### src/rtl/core/assert_macros.svh
// assertion macros shared by the crossover rtl
// no dependencies; included by files that carry assertions
`ifndef ASSERT_MACROS_SVH
`define ASSERT_MACROS_SVH

// same-cycle implication, disabled during reset
`define OCX_ASSERT_IMPL(lbl, clk, rst, ante, cons, msg) \
  lbl: assert property (@(posedge clk) disable iff (rst) (ante) |-> (cons)) else $error(msg);

// next-cycle implication, disabled during reset
`define OCX_ASSERT_NEXT(lbl, clk, rst, ante, cons, msg) \
  lbl: assert property (@(posedge clk) disable iff (rst) (ante) |=> (cons)) else $error(msg);

`endif

### src/rtl/core/ocx_pkg.sv
// shared types and constants for the order crossover unit
// no dependencies; used by every rtl module of the block
package ocx_pkg;

  localparam int CITY_W         = 6;
  localparam int CITY_COUNT     = 64;
  localparam int MAX_CITIES_DEF = 64;
  // width that holds cut points, counts and their sums without overflow
  localparam int EXT_W          = CITY_W + 2;

  // one input item
  typedef struct packed {
    logic [CITY_W-1:0] first_parent_city;
    logic [CITY_W-1:0] second_parent_city;
    logic [CITY_W-1:0] cut_start;
    logic [CITY_W-1:0] cut_end;
    logic              last;
  } ocx_in_t;

  // one result item
  typedef struct packed {
    logic [CITY_W-1:0] child_city;
    logic              unfilled;
    logic              bad_cut;
    logic              last_res;
  } ocx_out_t;

  // controller to datapath
  typedef struct packed {
    logic load;
    logic run;
    logic copy;
    logic scan;
    logic flush;
    logic emit;
  } ocx_cmd_t;

  // datapath to controller
  typedef struct packed {
    logic copy_end;
    logic scan_end;
    logic out_end;
    logic bad;
  } ocx_stat_t;

endpackage

### src/rtl/core/order_crossover_permutation_unit.sv
// top level of the order crossover unit: sequencer plus datapath
// depends on ocx_pkg, ocx_ctrl, ocx_dpath and assert_macros.svh
//
// Each item loads one position of both parents and is taken in the cycle
// that start is high while busy is low. The item with last set closes the
// tour of n cities and supplies the cuts; busy then stays high while the
// parent and child memories are walked one entry per cycle: copy of the
// kept segment (all of parent one with bad cuts, and then no scan), scan
// of parent two, a flush state, then the child sweep.
// The n results come on consecutive cycles, each shown for exactly one
// cycle with result_valid high, and must be taken as they come; the
// last one carries last_res and falls in the final busy cycle.
`include "assert_macros.svh"
module order_crossover_permutation_unit #(
  parameter int MAX_CITIES = ocx_pkg::MAX_CITIES_DEF
) (
  input  logic             clk,
  input  logic             rst,
  input  logic             start,
  output logic             busy,
  input  ocx_pkg::ocx_in_t  item,
  output ocx_pkg::ocx_out_t result,
  output logic             result_valid
);
  import ocx_pkg::*;

  ocx_cmd_t  cmd;
  ocx_stat_t stat;

  // sequencer
  ocx_ctrl u_ctrl (
    .clk   (clk),
    .rst   (rst),
    .start (start),
    .last  (item.last),
    .stat  (stat),
    .cmd   (cmd),
    .busy  (busy)
  );

  // datapath
  ocx_dpath #(
    .MAX_CITIES (MAX_CITIES)
  ) u_dpath (
    .clk          (clk),
    .rst          (rst),
    .item         (item),
    .cmd          (cmd),
    .stat         (stat),
    .result       (result),
    .result_valid (result_valid)
  );

  `OCX_ASSERT_IMPL(a_res_busy, clk, rst, result_valid, busy, "result strobe while idle")
  `OCX_ASSERT_NEXT(a_last_gap, clk, rst, result_valid && result.last_res, !result_valid, "result after final item")

endmodule

### src/rtl/core/ocx_ctrl.sv
// phase sequencer for the order crossover unit
// depends on ocx_pkg
module ocx_ctrl (
  input  logic              clk,
  input  logic              rst,
  input  logic              start,
  input  logic              last,
  input  ocx_pkg::ocx_stat_t stat,
  output ocx_pkg::ocx_cmd_t  cmd,
  output logic              busy
);
  import ocx_pkg::*;

  typedef enum logic [2:0] {
    S_IDLE,
    S_COPY,
    S_SCAN,
    S_FLUSH,
    S_OUT,
    S_TAIL
  } state_t;

  state_t state;

  // state and busy flag
  always_ff @(posedge clk) begin
    if (rst) begin
      state <= S_IDLE;
      busy  <= 1'b0;
    end else begin
      unique case (state)
        S_IDLE: begin
          if (start && last) begin
            state <= S_COPY;
            busy  <= 1'b1;
          end
        end
        S_COPY: begin
          if (stat.copy_end) begin
            state <= stat.bad ? S_FLUSH : S_SCAN;
          end
        end
        S_SCAN: begin
          if (stat.scan_end) begin
            state <= S_FLUSH;
          end
        end
        S_FLUSH: begin
          state <= S_OUT;
        end
        S_OUT: begin
          if (stat.out_end) begin
            state <= S_TAIL;
          end
        end
        S_TAIL: begin
          state <= S_IDLE;
          busy  <= 1'b0;
        end
        default: begin
          state <= S_IDLE;
          busy  <= 1'b0;
        end
      endcase
    end
  end

  // command decode
  always_comb begin
    cmd       = '0;
    cmd.load  = start && !busy;
    cmd.run   = start && !busy && last;
    cmd.copy  = (state == S_COPY);
    cmd.scan  = (state == S_SCAN);
    cmd.flush = (state == S_FLUSH);
    cmd.emit  = (state == S_OUT);
  end

endmodule

### src/rtl/core/ocx_dpath.sv
// parent and child memories, visit map, indexes and output stage
// depends on ocx_pkg and assert_macros.svh
`include "assert_macros.svh"
module ocx_dpath #(
  parameter int MAX_CITIES = ocx_pkg::MAX_CITIES_DEF
) (
  input  logic              clk,
  input  logic              rst,
  input  ocx_pkg::ocx_in_t   item,
  input  ocx_pkg::ocx_cmd_t  cmd,
  output ocx_pkg::ocx_stat_t stat,
  output ocx_pkg::ocx_out_t  result,
  output logic              result_valid
);
  import ocx_pkg::*;

  localparam int AW = (MAX_CITIES > 1) ? $clog2(MAX_CITIES) : 1;
  localparam int NW = $clog2(MAX_CITIES + 1);

  // memories
  logic [CITY_W-1:0] p1_mem [MAX_CITIES];
  logic [CITY_W-1:0] p2_mem [MAX_CITIES];
  logic [CITY_W-1:0] child_mem [MAX_CITIES];
  logic [CITY_W-1:0] p1_rd;
  logic [CITY_W-1:0] p2_rd;
  logic [CITY_W-1:0] ch_rd;

  // run state
  logic [NW-1:0]         load_count;
  logic [AW-1:0]         n_m1;
  logic [AW-1:0]         copy_last;
  logic                  bad;
  logic [AW-1:0]         idx;
  logic [AW-1:0]         ppos;
  logic [AW-1:0]         pos;
  logic [AW-1:0]         scan_cnt;
  logic [NW-1:0]         k;
  logic [NW-1:0]         slots;
  logic [MAX_CITIES-1:0] child_filled;
  logic [CITY_COUNT-1:0] visited_map;

  // write stage and output stage
  logic          cp_valid;
  logic [AW-1:0] cp_addr;
  logic          sc_valid;
  logic          emit_valid;
  logic          emit_last;
  logic          emit_filled;

  // run setup from the last item
  logic             store;
  logic [NW-1:0]    n_now;
  logic [EXT_W-1:0] cs_e;
  logic [EXT_W-1:0] ce_e;
  logic [EXT_W-1:0] n_e;
  logic [EXT_W-1:0] nm1_e;
  logic [EXT_W-1:0] wrap_e;
  logic [EXT_W-1:0] slots_e;
  logic             bad_now;

  always_comb begin
    store   = (load_count < NW'(MAX_CITIES));
    n_now   = load_count + NW'(store);
    cs_e    = EXT_W'(item.cut_start);
    ce_e    = EXT_W'(item.cut_end);
    n_e     = EXT_W'(n_now);
    nm1_e   = n_e - EXT_W'(1);
    wrap_e  = ((ce_e + EXT_W'(1)) == n_e) ? '0 : (ce_e + EXT_W'(1));
    slots_e = n_e - (ce_e - cs_e) - EXT_W'(1);
    bad_now = !((cs_e < ce_e) && (ce_e < n_e));
  end

  // child write port, shared by the copy and the scan
  logic              sc_take;
  logic              ch_we;
  logic [AW-1:0]     ch_waddr;
  logic [CITY_W-1:0] ch_wdata;

  always_comb begin
    sc_take  = sc_valid && !visited_map[p2_rd] && (k < slots);
    ch_we    = cp_valid || sc_take;
    ch_waddr = cp_valid ? cp_addr : pos;
    ch_wdata = cp_valid ? p1_rd : p2_rd;
  end

  // memory ports
  always_ff @(posedge clk) begin
    if (cmd.load && store) begin
      p1_mem[load_count[AW-1:0]] <= item.first_parent_city;
      p2_mem[load_count[AW-1:0]] <= item.second_parent_city;
    end
    if (ch_we) begin
      child_mem[ch_waddr] <= ch_wdata;
    end
    p1_rd <= p1_mem[idx];
    p2_rd <= p2_mem[ppos];
    ch_rd <= child_mem[idx];
  end

  // indexes, maps and stage flags
  always_ff @(posedge clk) begin
    if (rst) begin
      load_count   <= '0;
      bad          <= 1'b0;
      k            <= '0;
      slots        <= '0;
      child_filled <= '0;
      visited_map  <= '0;
      cp_valid     <= 1'b0;
      sc_valid     <= 1'b0;
      emit_valid   <= 1'b0;
      emit_last    <= 1'b0;
    end else begin
      cp_valid   <= cmd.copy;
      sc_valid   <= cmd.scan;
      emit_valid <= cmd.emit;
      emit_last  <= cmd.emit && (idx == n_m1);

      // loading
      if (cmd.run) begin
        load_count   <= '0;
        n_m1         <= AW'(nm1_e);
        bad          <= bad_now;
        copy_last    <= bad_now ? AW'(nm1_e) : AW'(ce_e);
        idx          <= bad_now ? '0 : AW'(cs_e);
        ppos         <= AW'(wrap_e);
        pos          <= AW'(wrap_e);
        scan_cnt     <= '0;
        k            <= '0;
        slots        <= NW'(slots_e);
        child_filled <= '0;
        visited_map  <= '0;
      end else if (cmd.load && store) begin
        load_count <= load_count + NW'(1);
      end

      // copy of the kept segment
      if (cmd.copy) begin
        cp_addr <= idx;
        idx     <= idx + AW'(1);
      end
      if (cp_valid) begin
        child_filled[cp_addr] <= 1'b1;
        if (!bad) begin
          visited_map[p1_rd] <= 1'b1;
        end
      end

      // cyclic scan of parent two
      if (cmd.scan) begin
        ppos     <= (ppos == n_m1) ? '0 : ppos + AW'(1);
        scan_cnt <= scan_cnt + AW'(1);
      end
      if (sc_take) begin
        child_filled[pos] <= 1'b1;
        k                 <= k + NW'(1);
        pos               <= (pos == n_m1) ? '0 : pos + AW'(1);
      end

      // output sweep
      if (cmd.flush) begin
        idx <= '0;
      end
      if (cmd.emit) begin
        emit_filled <= child_filled[idx];
        idx         <= idx + AW'(1);
      end
    end
  end

  // status
  always_comb begin
    stat          = '0;
    stat.copy_end = (idx == copy_last);
    stat.scan_end = (scan_cnt == n_m1);
    stat.out_end  = (idx == n_m1);
    stat.bad      = bad;
  end

  // result
  always_comb begin
    result            = '0;
    result.child_city = emit_filled ? ch_rd : '0;
    result.unfilled   = !emit_filled;
    result.bad_cut    = bad;
    result.last_res   = emit_last;
    result_valid      = emit_valid;
  end

  `OCX_ASSERT_IMPL(a_wr_excl, clk, rst, cp_valid, !sc_valid, "copy and scan writes overlap")
  `OCX_ASSERT_IMPL(a_k_bound, clk, rst, 1'b1, k <= slots, "more cities placed than free slots")
  `OCX_ASSERT_NEXT(a_vis_hold, clk, rst, cmd.scan && !cp_valid, $stable(visited_map), "visit map changed during scan")

endmodule

### config.mk
export PLATFORM = sky130hd
export DESIGN_NAME = order_crossover_permutation_unit
export DESIGN_NICKNAME = d
export VERILOG_FILES = /design/src/rtl/core/ocx_pkg.sv /design/src/rtl/core/order_crossover_permutation_unit.sv /design/src/rtl/core/ocx_ctrl.sv /design/src/rtl/core/ocx_dpath.sv
export VERILOG_INCLUDE_DIRS = /design/src /design/src/rtl/core
export SDC_FILE = /design/constraint.sdc
export NUM_CORES = 2
export LEC_CHECK = 0
export BUFFER_PORTS_ARGS = -buffer_cell sky130_fd_sc_hd__buf_2
export CAP_MARGIN = 15
export CORE_ASPECT_RATIO = 1.2
export CORE_MARGIN = 2
export CORE_UTILIZATION = 60
export DETAILED_ROUTE_END_ITERATION = 8
export PLACE_DENSITY = 0.83
export SETUP_SLACK_MARGIN = 0.15
export SYNTH_ARGS = -nofsm -noshare
export SYNTH_HDL_FRONTEND = slang
export SYNTH_SLANG_ARGS = --single-unit
### constraint.sdc
create_clock -name clk -period 11.9 [get_ports clk]
set_input_delay 1.785 -clock clk [delete_from_list [all_inputs] [get_ports clk]]
set_output_delay 1.785 -clock clk [all_outputs]
set_load 0.01 [all_outputs]
## Yosys cells after proc, flatten, opt, wreduce, memory -nomap -nowiden

Memories as Yosys holds them, arrays and structs flattened. A register that Yosys moved wholly into a read port is not among the register bits.
Cells that the tools add are included.

- Add/subtract/negate cells: 12
- Reductions and logical operators: 30
- Equal/unequal tests: 14
- Multiplexer cells: 50
- Bitwise operators: 5
- Order comparisons: 12

Operators with widths:

| kind | number |
|---|---|
| $mux 64 | 9 |
| $or 64x64->64 | 3 |
| $mux 6 | 17 |
| $lt 6x7->1 const B | 5 |
| $eq 6x6->1 | 5 |
| $add 6x1->6 const B | 4 |
| $demux 1 s6 | 3 |
| $ge 6x1->1 const B | 3 |
| $pmux 3 s5 | 1 |
| $add 7x1->7 const B | 2 |
| $mux 7 | 2 |
| $reduce_and 2->1 | 7 |
| $bmux 1 s6 | 2 |
| $mux 3 | 4 |
| $logic_and 1x1->1 | 11 |
| $mux 1 | 11 |
| $add 6x1->7 const B | 1 |
| $add 7x1->7 | 1 |
| $eq 7x7->1 | 1 |
| $lt 6x7->1 | 1 |
| $lt 7x7->1 | 1 |
| $lt 7x7->1 const B | 1 |
| $sub 6x6->7 | 1 |
| $sub 7x1->7 const B | 1 |
| other kinds (18) | 26 |

- Output and inout port bits: 11
- Word-level logic and storage cells: 146
- Bits in writable memories: 1152
- Bits of input ports: 28
- Memories: 3
- Register bits after elaboration: 201

Memories:

| memory | depth | width | rd ports | clocked after memory_dff | write ports | line | RTL |
|---|---|---|---|---|---|---|---|
| u_dpath.child_mem | 64 | 6 | 1 | 1 | 1 | ocx_dpath.sv:23 | `logic [CITY_W-1:0] child_mem [MAX_CITIES];` |
| u_dpath.p1_mem | 64 | 6 | 1 | 1 | 1 | ocx_dpath.sv:21 | `logic [CITY_W-1:0] p1_mem [MAX_CITIES];` |
| u_dpath.p2_mem | 64 | 6 | 1 | 1 | 1 | ocx_dpath.sv:22 | `logic [CITY_W-1:0] p2_mem [MAX_CITIES];` |

## Logic depth before layout (Yosys ltp)

- Depth after elaboration: 10
- Mapped depth: 14
- Gate-level depth less buffers: 14

## By module

A second synthesis with hierarchy kept.

- Cell total of the unflattened synthesis: 3345
- Area, all modules: 55856.1 um2

Modules (own cells, without submodules):

| module | cells an instance | area each (um2) | sequential area each (um2) | times used |
|---|---|---|---|---|
| ocx_dpath | 3316 | 55614.6 | 39327.7 | 1 |
| ocx_ctrl | 29 | 241.5 | 80.1 | 1 |

## Worst setup path after synthesis

OpenSTA, ideal clock, no wires.

- Path type: flip-flop to flip-flop
- Start point: register u_dpath.cp_valid
- End point: memory u_dpath.child_mem[0][2], data pin
- Arrival time: 3.483 ns
- Setup time: 0.702 ns
- Clock period less this slack: 4.185 ns
- Required time: 11.198 ns
- Buffers on the path: 3
- Cell stages (with the launch flop): 5
- Slack: 7.715 ns
- Cell sequence: dfxtp_1 > clkbuf_1 > clkbuf_1 > clkbuf_1 > o21ai_0

- Cells in the longest elaborated chain, start to end: 1

Ends and longest elaborated chain:

| item | line | RTL |
|---|---|---|
| start, declared | ocx_dpath.sv:43 | `logic cp_valid;` |
| start signal, assigned | ocx_dpath.sv:114 | `cp_valid <= cmd.copy;` |
| $mux 6 | ocx_dpath.sv:83 | `ch_wdata = cp_valid ? p1_rd : p2_rd;` |
| via u_dpath.ch_wdata[2] | ocx_dpath.sv:77 | `logic [CITY_W-1:0] ch_wdata;` |
| end, declared | ocx_dpath.sv:23 |  |

The timed path passes the listed nets, and every way through them passes these cells.

==> results.tsv <==
metric	value	unit
insertion_delay	0.74	ns
arrival	5.16	ns
crit_type	reg -> reg	
whs	0.4517	ns
endpoint_kind	flip-flop	
htree_num_levels	4	
ys_ff_latch	1371	
syn_avg_cell_area	15.85	sq um
rsz0062_at_grt	no	
cts_buffers	130	
vias	33655	
port-buffer-count	38	
syn_nets	3634	
peakVddDrop	150.3	uV
finalCriticalPeriod	4.549	ns
hpwl	81300	um
cp_cell_sequence	buf_4 -> buf_12 -> mux2_2 -> a21oi_1 -> o21ai_0 -> o22ai_1 -> a21oi_1 -> mux4_2	
status	completed	
die_area	0.09666	sq mm
start_util	0.6039	
fmax	219.8	MHz
met2_wirelength	69810	um
post_cts_buffers	0	
cp_common_cell	a21oi_1	
wl	140800	um
cts_tree	yes	
power.leakage	0.02033	uW
clk_pin_slew	0.07	ns
grt_use_total	0.2901	
drt.antenna.violating_nets	0	
setup_violations	0	
finClkSkew	0.03825	ns
antenna_found_initial	4	
hold_buffers	0	
path_max_fanout	102	
routed_via_density	6.847	
cts_resized	0	
grt_pass1_wl	208800	um
slew_headroom	0.1242	
wl_per_cell	28.65	um
grt_max_degree	114	
p_per_area	181.5	mW/mm^2
synth_cells	3566	
die_width	284.1	um
netlist_area	0.05651	sq mm
overflow	0	
yosys_warnings	0	
crit_slowest_cell	edfxtp_1	
cts.sinks	1371	
most-common-layout-cells	edfxtp_1 (1195), mux2i_1 (270), a21oi_1 (268), nor2_1 (194), mux4_2 (178)	
area_growth_syn_to_layout	10.05	%
dr_wl_met3	13150	um
drive_gt1_frac	0.1523	
topRoutingLayerUsed	met5	
rows	123	
period_share	0.3822	
grt_pass1_vias	33239	
slew_viol_final	0	
synthArstFlopShare	0	
clock_path_buffers	3	
io_pins	39	
cp_slowest_stage_delay	0.99	ns
crit_required	12.51	ns
initialDrtViolationCount	4394	
core_area	0.09357	sq mm
fp.dieH	340.2	um
m1WireLength	48750	um
maxCapViolations	0	
synth_ff_type	edfxtp_1	
hp-class	reg -> reg	
gp_congestion	0.8891	
yosysSeqAreaShare	0.6974	
drtPass1Iterations	7	
fin_tns_setup	0	ns
start_kind	flip-flop	
drc	0	
ctsRootBufferMaster	clkbuf_16	
ys_types	62	
worst_slew_pin_slew	1.303	ns
final_common_cell	edfxtp_1	
hold_viol_final	0	
synth_edf_count	1195	
finalNetCount	3629	
==> power breakdown <==
part | switching (uW) | leakage, uW | total (uW) | internal, uW
logic | 1070 | 0.00600 | 1590 | 520
clock network | 1780 | 0.00213 | 4180 | 2400
registers | 90.5 | 0.0122 | 5510 | 5420
total | 2940 | 0.0203 | 11300 | 8340
==> cell type report <==
class | instances | area [sq um]
flip-flops and latches | 1371 | 39410
multi-input cells | 1916 | 16020
clock buffers | 161 | 3597
clock inverters | 73 | 708.2
repair buffers | 97 | 714.4
fillers | 6036 | 31390
inverters | 45 | 168.9
well taps | 1250 | 1564
diodes | 2 | 5.005
==> cells by family after synthesis <==
kind of cell             share of synthesized area
buffers and inverters                      0.01991
multiplexers                                0.1315
AO/OA/AOI/OAI                              0.08124
XOR/XNOR                                   0.01147
flip-flops                                  0.6974
AND/OR/NAND/NOR                            0.04865
adder cells (fa/ha/maj)                   0.009787
==> metal layers <==
| layer | global-route usage | vias up |
|---|---|---|
| met3 | 0.05590 | 538 |
| met5 | 0.002941 | - |
| met1 | 0.3569 | 16636 |
| met2 | 0.4834 | 2326 |
| met4 | 0.1674 | 10 |
| li1 | - | 14145 |
==> flip-flops by register name, indices dropped and copies added, names as in the netlist, 3 cells and up <==
name                  count
u_dpath.k                 7
u_dpath.p2_rd             6
u_dpath.idx               6
u_dpath.n_m1              6
u_ctrl.state              3
u_dpath.ppos              6
u_dpath.scan_cnt          6
u_dpath.slots             7
u_dpath.cp_addr           6
u_dpath.pos               6
u_dpath.p1_mem          384
u_dpath.p2_mem          384
u_dpath.child_filled     64
u_dpath.copy_last         6
u_dpath.p1_rd             6
u_dpath.ch_rd             6
u_dpath.visited_map      64
u_dpath.child_mem       384
u_dpath.load_count        7
==> per-stage QoR <==
stage	utilization	total power, uW	worst slack (ns)	area [sq um]	std cells
2_1_floorplan	-	6601	7.715	56510	3566
3_3_place_gp	0.6171	7098	7.312	57740	4669
3_5_place_dp	0.6171	7145	7.209	57740	4669
4_1_cts	0.6631	11260	7.350	62050	4903
5_1_grt	0.6645	11550	7.137	62180	4913
6_report	0.6646	11280	7.351	62180	4915
==> cells in the mapped netlist (all sizes together), types with 6 or more instances <==
library cell,number,area [sq um]
buf,96,437.9
inv,45,168.9
mux4,178,4009
and2,14,87.58
a41oi,6,52.55
nor2,195,732.0
clkbuf,138,518.0
a21oi,268,1341
a31oi,7,58.81
mux2i,270,2703
xor2,28,245.2
and3,6,37.54
nand3,41,205.2
o31ai,7,52.55
a22oi,69,518.0
dfxtp,176,3523
fa,7,140.1
nand2b,19,126.4
ha,33,412.9
o32ai,7,80.08
a22o,57,499.2
nor2b,18,112.6
mux2,64,720.7
o21ai,98,490.5
nor3b,11,82.58
edfxtp,1195,35880
nor3,24,120.1
o22ai,82,513.0
nand4,78,525.5
o221ai,78,683.2
o211ai,8,60.06
xnor2,46,402.9
nand2,144,543.0
==> worst paths after layout <==
kind | from | end | depth (start not counted) | slack (ns)
setup / recovery | u_dpath.idx[0] | u_dpath.p1_rd[4] | 8 | 7.35
hold / removal | u_dpath.slots[5] | u_dpath.slots[5] | 2 | 0.45
setup reg to reg | u_dpath.idx[0] | u_dpath.p1_rd[4] | 8 | 7.35
hold reg to reg | u_dpath.slots[5] | u_dpath.slots[5] | 2 | 0.45
==> worst max-delay path, delay by kind of cell (launching register included) <==
family                 cells  cell delay [ns]
AO/OA/AOI/OAI              4             0.90
buffers and inverters      2             1.47
flip-flops                 1             0.99
multiplexers               2             0.94
(Power assumes the default switching activity.)
